$ cat src/fbpa_pkg.sv
// shared types, codes and defaults of the fixed block pool allocator
package fbpa_pkg;

   localparam int MAX_BLOCKS_DEF = 256;
   localparam int ADDR_BITS_DEF  = 32;

   localparam logic [1:0] REQ_ALLOC   = 2'd0;
   localparam logic [1:0] REQ_FREE    = 2'd1;
   localparam logic [1:0] REQ_REBUILD = 2'd2;

   localparam logic [1:0] STATUS_DONE      = 2'd0;
   localparam logic [1:0] STATUS_TOO_BIG   = 2'd1;
   localparam logic [1:0] STATUS_EXHAUSTED = 2'd2;
   localparam logic [1:0] STATUS_FULL      = 2'd3;

   localparam logic [1:0] CSR_POOL_BASE   = 2'd0;
   localparam logic [1:0] CSR_BLOCK_BYTES = 2'd1;
   localparam logic [1:0] CSR_POOL_BLOCKS = 2'd2;

   localparam logic [24:0] BYTES_MAX = 25'h1FFFFFF;

   typedef struct packed {
      logic [1:0]  req_type;
      logic [23:0] request_bytes;
      logic [31:0] returned_address;
   } req_beat_type;

   typedef struct packed {
      logic [1:0]  status;
      logic [31:0] block_address;
      logic [8:0]  free_blocks;
      logic [8:0]  used_blocks;
      logic [8:0]  peak_used_blocks;
      logic [24:0] bytes_in_use;
   } rsp_beat_type;

   typedef struct packed {
      logic [31:0] pool_base_address;
      logic [16:0] bytes_per_block;
      logic [8:0]  blocks_in_pool;
   } cfg_type;

   typedef struct packed {
      logic wr_en;
      logic rd_en;
   } list_ctl_type;

endpackage

$ cat src/fbpa_engine.sv
// request sequencer: counts, list push and pop, rebuild walk and result build
module fbpa_engine #(
   parameter int MAX_BLOCKS = fbpa_pkg::MAX_BLOCKS_DEF,
   parameter int ADDR_BITS  = fbpa_pkg::ADDR_BITS_DEF
) (
   input  logic                          clock,
   input  logic                          reset,
   input  fbpa_pkg::cfg_type             cfg,
   input  logic                          req_valid,
   input  fbpa_pkg::req_beat_type        req_data,
   output logic                          in_ready,
   output logic                          res_valid,
   input  logic                          res_take,
   output fbpa_pkg::rsp_beat_type        res_data,
   output fbpa_pkg::list_ctl_type        mem_ctl,
   output logic [$clog2(MAX_BLOCKS)-1:0] mem_addr,
   output logic [ADDR_BITS-1:0]          mem_wdata,
   input  logic [ADDR_BITS-1:0]          mem_rdata
);
   import fbpa_pkg::*;

   localparam int IDX_BITS  = $clog2(MAX_BLOCKS);
   localparam int CNT_BITS  = $clog2(MAX_BLOCKS + 1);
   localparam int PROD_BITS = CNT_BITS + 17;

   typedef enum logic [2:0] {
      S_IDLE,
      S_EXEC,
      S_REBUILD,
      S_MUL,
      S_DONE
   } state_type;

   state_type              state_ff, state_in;
   req_beat_type           req_ff, req_in;
   logic [CNT_BITS-1:0]    free_ff, free_in;
   logic [CNT_BITS-1:0]    used_ff, used_in;
   logic [CNT_BITS-1:0]    peak_ff, peak_in;
   logic [IDX_BITS-1:0]    idx_ff, idx_in;
   logic [ADDR_BITS-1:0]   acc_ff, acc_in;
   logic [ADDR_BITS-1:0]   grant_ff, grant_in;
   logic [1:0]             status_ff, status_in;
   logic                   alloc_ok_ff, alloc_ok_in;
   logic [PROD_BITS-1:0]   prod_ff, prod_in;
   logic [CNT_BITS-1:0]    pool_n;
   logic [CNT_BITS-1:0]    used_inc;
   logic [24:0]            bytes;

   // pool size clipped to the list depth
   assign pool_n = ({23'b0, cfg.blocks_in_pool} > 32'(MAX_BLOCKS)) ?
                   CNT_BITS'(MAX_BLOCKS) : CNT_BITS'(cfg.blocks_in_pool);
   assign used_inc = used_ff + CNT_BITS'(1);

   always_comb begin
      state_in    = state_ff;
      req_in      = req_ff;
      free_in     = free_ff;
      used_in     = used_ff;
      peak_in     = peak_ff;
      idx_in      = idx_ff;
      acc_in      = acc_ff;
      grant_in    = grant_ff;
      status_in   = status_ff;
      alloc_ok_in = alloc_ok_ff;
      prod_in     = prod_ff;
      in_ready    = 1'b0;
      res_valid   = 1'b0;
      mem_ctl     = '0;
      mem_addr    = idx_ff;
      mem_wdata   = acc_ff;
      case (state_ff)
         S_IDLE: begin
            in_ready = 1'b1;
            if (req_valid) begin
               req_in      = req_data;
               status_in   = STATUS_DONE;
               alloc_ok_in = 1'b0;
               state_in    = S_EXEC;
            end
         end
         S_EXEC: begin
            state_in = S_MUL;
            case (req_ff.req_type)
               REQ_ALLOC: begin
                  if (req_ff.request_bytes > {7'b0, cfg.bytes_per_block}) begin
                     status_in = STATUS_TOO_BIG;
                  end else if (free_ff == '0) begin
                     status_in = STATUS_EXHAUSTED;
                  end else begin
                     free_in       = free_ff - CNT_BITS'(1);
                     used_in       = used_inc;
                     alloc_ok_in   = 1'b1;
                     mem_ctl.rd_en = 1'b1;
                     mem_addr      = IDX_BITS'(free_ff - CNT_BITS'(1));
                     if (used_inc > peak_ff) begin
                        peak_in = used_inc;
                     end
                  end
               end
               REQ_FREE: begin
                  if (free_ff >= pool_n) begin
                     status_in = STATUS_FULL;
                  end else begin
                     mem_ctl.wr_en = 1'b1;
                     mem_addr      = IDX_BITS'(free_ff);
                     mem_wdata     = ADDR_BITS'(req_ff.returned_address);
                     free_in       = free_ff + CNT_BITS'(1);
                     if (used_ff != '0) begin
                        used_in = used_ff - CNT_BITS'(1);
                     end
                  end
               end
               REQ_REBUILD: begin
                  free_in = pool_n;
                  used_in = '0;
                  idx_in  = '0;
                  acc_in  = ADDR_BITS'(cfg.pool_base_address);
                  if (pool_n != '0) begin
                     state_in = S_REBUILD;
                  end
               end
               default: begin
               end
            endcase
         end
         S_REBUILD: begin
            mem_ctl.wr_en = 1'b1;
            acc_in        = acc_ff + ADDR_BITS'(cfg.bytes_per_block);
            idx_in        = idx_ff + IDX_BITS'(1);
            if (idx_ff == IDX_BITS'(pool_n - CNT_BITS'(1))) begin
               state_in = S_MUL;
            end
         end
         S_MUL: begin
            prod_in  = PROD_BITS'(used_ff) * PROD_BITS'(cfg.bytes_per_block);
            grant_in = alloc_ok_ff ? mem_rdata : '0;
            state_in = S_DONE;
         end
         S_DONE: begin
            res_valid = 1'b1;
            if (res_take) begin
               state_in = S_IDLE;
            end
         end
         default: begin
            state_in = S_IDLE;
         end
      endcase
   end

   always_ff @(posedge clock) begin
      if (reset) begin
         state_ff <= S_IDLE;
         free_ff  <= '0;
         used_ff  <= '0;
         peak_ff  <= '0;
      end else begin
         state_ff <= state_in;
         free_ff  <= free_in;
         used_ff  <= used_in;
         peak_ff  <= peak_in;
      end
      req_ff      <= req_in;
      idx_ff      <= idx_in;
      acc_ff      <= acc_in;
      grant_ff    <= grant_in;
      status_ff   <= status_in;
      alloc_ok_ff <= alloc_ok_in;
      prod_ff     <= prod_in;
   end

   // saturate bytes in use
   assign bytes = (prod_ff > PROD_BITS'(BYTES_MAX)) ? BYTES_MAX : 25'(prod_ff);

   always_comb begin
      res_data.status           = status_ff;
      res_data.block_address    = 32'(grant_ff);
      res_data.free_blocks      = 9'(free_ff);
      res_data.used_blocks      = 9'(used_ff);
      res_data.peak_used_blocks = 9'(peak_ff);
      res_data.bytes_in_use     = bytes;
   end

   assert property (@(posedge clock) disable iff (reset)
      free_ff <= CNT_BITS'(MAX_BLOCKS))
      else $error("free count beyond list depth");

   assert property (@(posedge clock) disable iff (reset)
      mem_ctl.wr_en |-> (state_ff == S_EXEC || state_ff == S_REBUILD))
      else $error("list write outside push or rebuild");

   assert property (@(posedge clock) disable iff (reset)
      mem_ctl.rd_en |=> (state_ff == S_MUL && alloc_ok_ff))
      else $error("popped entry not captured next cycle");

   assert property (@(posedge clock) disable iff (reset)
      (state_ff == S_REBUILD) |-> (CNT_BITS'(idx_ff) < pool_n))
      else $error("rebuild walk past pool size");

endmodule

$ cat config.mk
export PLATFORM = sky130hd
export DESIGN_NAME = fbpa_engine
export DESIGN_NICKNAME = d
export VERILOG_FILES = /design/src/fbpa_pkg.sv /design/src/fbpa_engine.sv
export SDC_FILE = /design/constraint.sdc
export NUM_CORES = 1
export LEC_CHECK = 0
export BUFFER_PORTS_ARGS = -buffer_cell sky130_fd_sc_hd__buf_2
export CAP_MARGIN = 20
export CORE_MARGIN = 10
export CORE_UTILIZATION = 35
export CTS_CLUSTER_DIAMETER = 120
export CTS_CLUSTER_SIZE = 28
export DETAILED_ROUTE_END_ITERATION = 6
export PLACE_DENSITY = 0.58
export SLEW_MARGIN = 20
export SYNTH_ARGS = -nofsm -noshare
export SYNTH_HDL_FRONTEND = slang
export SYNTH_SLANG_ARGS = --single-unit
$ cat constraint.sdc
create_clock -name clock -period 5.6 [get_ports clock]
set_input_delay 1.12 -clock clock [delete_from_list [all_inputs] [get_ports clock]]
set_output_delay 1.12 -clock clock [all_outputs]
set_load 0.1 [all_outputs]
==> impl_metrics.yaml <==
outcome:
  status: "completed"
layout:
  layoutNonFillerInstCount: 2466
  layout_commonest_cell: "buf_2"
  drive_gt1_frac: 0.2649
  area_growth_pct: 24.32
  final_cell_mix: "buf_2 (258), inv_1 (181), nand2_1 (169)"
  fin_nets: 2232
  final_area_um2: 18810
clock_network:
  worstSkewPairLatency_ps: 490
  htree_levels: 4
  cts.sinks: 189
  cts_tree: "built"
  cts_inserted_buffers: 17
  root_buffer: "clkbuf_16"
  cts.clk_slew.worst_paths_ps: 80
  clk_path_buf_depth: 2
  cts_hold_buf: 0
run:
  cap_violations: 0
global_route:
  track_usage: 0.1721
  grt_pass1_wl_um: 70810
  overflow: 0
  antenna_found_initial: 12
  first_global_vias: 12460
  grt_max_degree: 75
hold_path:
  min_path_type: "reg -> reg"
worst_setup_path:
  required_ps: 5840
  startpoint_type: "primary input"
  end_kind: "flop"
  crit_family: "adder cells"
  worstPathArrival_ps: 5670
  crit_top_cell: "fa_1"
  slowest_delay_ps: 560
  slowest_stage: "or4_1"
  path_class: "in -> reg"
  crit_fanout: 6
  critPathBufInv: 4
  crit_chain: "clkbuf_4 > inv_1 > nor2_1 > fa_1 > fa_1 > fa_1 > inv_1 > fa_1 > inv_1 > ha_1 > or4_1 > o211ai_2 > a211oi_1 > or3_1 > a41o_1 > a21oi_1 > xnor2_1"
placement:
  place_congestion: 0.8971
  port_buffers: 281
  dp_hpwl_um: 35660
  pre_cts_ws_ps: -340.2
  dp.cells: 2428
  placedInstanceArea_um2: 18130
drt:
  vias: 12000
  initialDrtViolationCount: 678
  wl_per_cell_um: 17.98
  firstDrtPassIters: 5
  via_per_inst: 4.867
  route.detailed.drc: 0
  ant_nets: 0
  wirelength_um: 44350
sta:
  layout_min_cycle_time_ps: 5437
  fin_tns_setup_ps: 0
  rsz0062_at_grt: "yes"
  layout_setup_ws_ps: 163.5
  fin_worst_skew_ps: 16.05
  final_max_slew_viol_count: 0
  maxSlewHeadroom: 0.3266
  tightest_slew_ps: 1007
  whs_ps: 526.8
  hold_viol: 0
  setup_viol: 0
  fmax_mhz: 183.9
  finalCritPeriodShare: 0.9708
synthesis:
  netlist_area_um2: 15130
  synthFlopType: "edfxtp_1"
  async_reset_ff_frac: 0
  ys_seq_area_frac: 0.3553
  syn_inst: 1537
  syn_area_per_cell_um2: 9.842
  ys_warn_count: 0
  synth_cell_types: 76
  yosys-top-cells-area: "edfxtp_1 (32%), fa_1 (14%), ha_1 (9.1%)"
  syn_nets: 1906
  synth_area_leader_cell: "edfxtp_1"
  synth_edf_count: 159
  ys_seq_elements: 189
  synth_top_cell_area_share: 0.3156
power_and_ir_drop:
  ir_worst_vdd_mv: 0.3564
  power_density_nw_per_um2: 401.5
  leakage_nw: 8.799
floorplanning:
  start_util: 0.3527
  num_rows: 76
  die-area_um2: 51940
  core_um2: 42890
  die_w_um: 227.9
  die_h_um: 227.9
  io_pins: 282
[final cells by class]
type / instances / area (um2)
multi-input combinational: 1096 / 8900
clock buffer: 22 / 528.0
fill: 4127 / 24080
inverter: 188 / 724.4
sequential: 189 / 5384
antenna: 5 / 12.51
clock inverter: 10 / 110.1
timing repair buffer: 371 / 2415
tap: 585 / 732.0
[kinds of logic (layout without fill, tap and decap cells)]
group,after synthesis,after routing,share of synthesized area
xor+xnor,78,78,0.04607
flops,189,189,0.3553
fa+ha+maj,217,217,0.2326
buf+inv,252,591,0.06402
other cells,0,5,0
compound gates,239,239,0.1050
mux,33,33,0.02341
simple gates,529,529,0.1735
[tightest hold or removal path, delay by kind of cell (launching register included)]
kind	cells	cell delay, ps
AND/OR/NAND/NOR	1	70
flip-flops	1	350
multiplexers	1	70
[report_power, final]
| group | leakage (nW) | total [W] | internal [W] | switching [W] |
|---|---|---|---|---|
| sequential | 1.74 | 0.00218 | 0.00194 | 0.000238 |
| combinational | 6.74 | 0.00403 | 0.00126 | 0.00277 |
| clock | 0.319 | 0.00134 | 0.000730 | 0.000608 |
| total | 8.80 | 0.00755 | 0.00393 | 0.00362 |
[stage by stage]
| stage | power, W | util |
|---|---|---|
| after floorplan | 0.005134 | - |
| after global placement | 0.006201 | 0.4227 |
| after detailed placement | 0.006249 | 0.4227 |
| after CTS | 0.007633 | 0.4376 |
| after global routing | 0.008045 | 0.4383 |
| final | 0.007551 | 0.4385 |
[what timing repair did]
item	4_1_cts	5_1_grt
endpoints found under the setup margin	0	2
hold endpoints to repair	0	0
gates resized for setup	0	4
buffers inserted	0	1
[routing by layer]
metal | global-route usage | vias up | part of all wire
met1 | 0.2170 | 5757 | 0.45
met2 | 0.2759 | 308 | 0.46
li1 | - | 5867 | -
met5 | 0 | - | 0.0023
met4 | 0.05416 | 14 | 0.019
met3 | 0.05473 | 57 | 0.066
[registers in the layout (all words and copies together) (netlist names)]
register,count
acc_ff,32
alloc_ok_ff,1
free_ff,9
grant_ff,32
idx_ff,8
peak_ff,9
prod_ff,26
req_ff,58
state_ff,3
status_ff,2
used_ff,9
[Yosys cell counts (3+ instances only)]
master and n:
xnor2_1 48, nand2b_1 8, o22ai_1 7, ha_1 110
xor2_1 29, a211o_1 4, buf_1 5, nor4_1 7
dfxtp_1 30, a221oi_1 3, a22oi_1 3, nor3b_1 5
buf_2 5, a221o_1 6, inv_1 186, a21oi_1 48
clkbuf_1 51, nand2_1 170, mux2_2 19, and3_1 14
edfxtp_1 159, a211oi_1 16, o21ai_0 67, o21a_1 14
nor3_1 19, nor2b_1 11, o211ai_1 5, a21o_1 14
o32ai_1 4, and2_1 102, or2_2 30, nand4_1 7
mux2i_1 14, fa_1 107, o21bai_1 5, a31oi_1 5
nand3_1 42, o31ai_1 4, nor2_1 87, or3_1 16
o211a_1 4
[path summary, 6_finish.rpt]
check | from | endpoint | slack, ps | cells after the start
worst min-delay path | peak_ff[2] | peak_ff[2] | 530 | 2
worst max-delay path | cfg[14] | prod_ff[24] | 160 | 17
worst min register to register | peak_ff[2] | peak_ff[2] | 530 | 2
worst max register to register | used_ff[8] | prod_ff[24] | 300 | 16
Power figures use the tool's default switching activity.
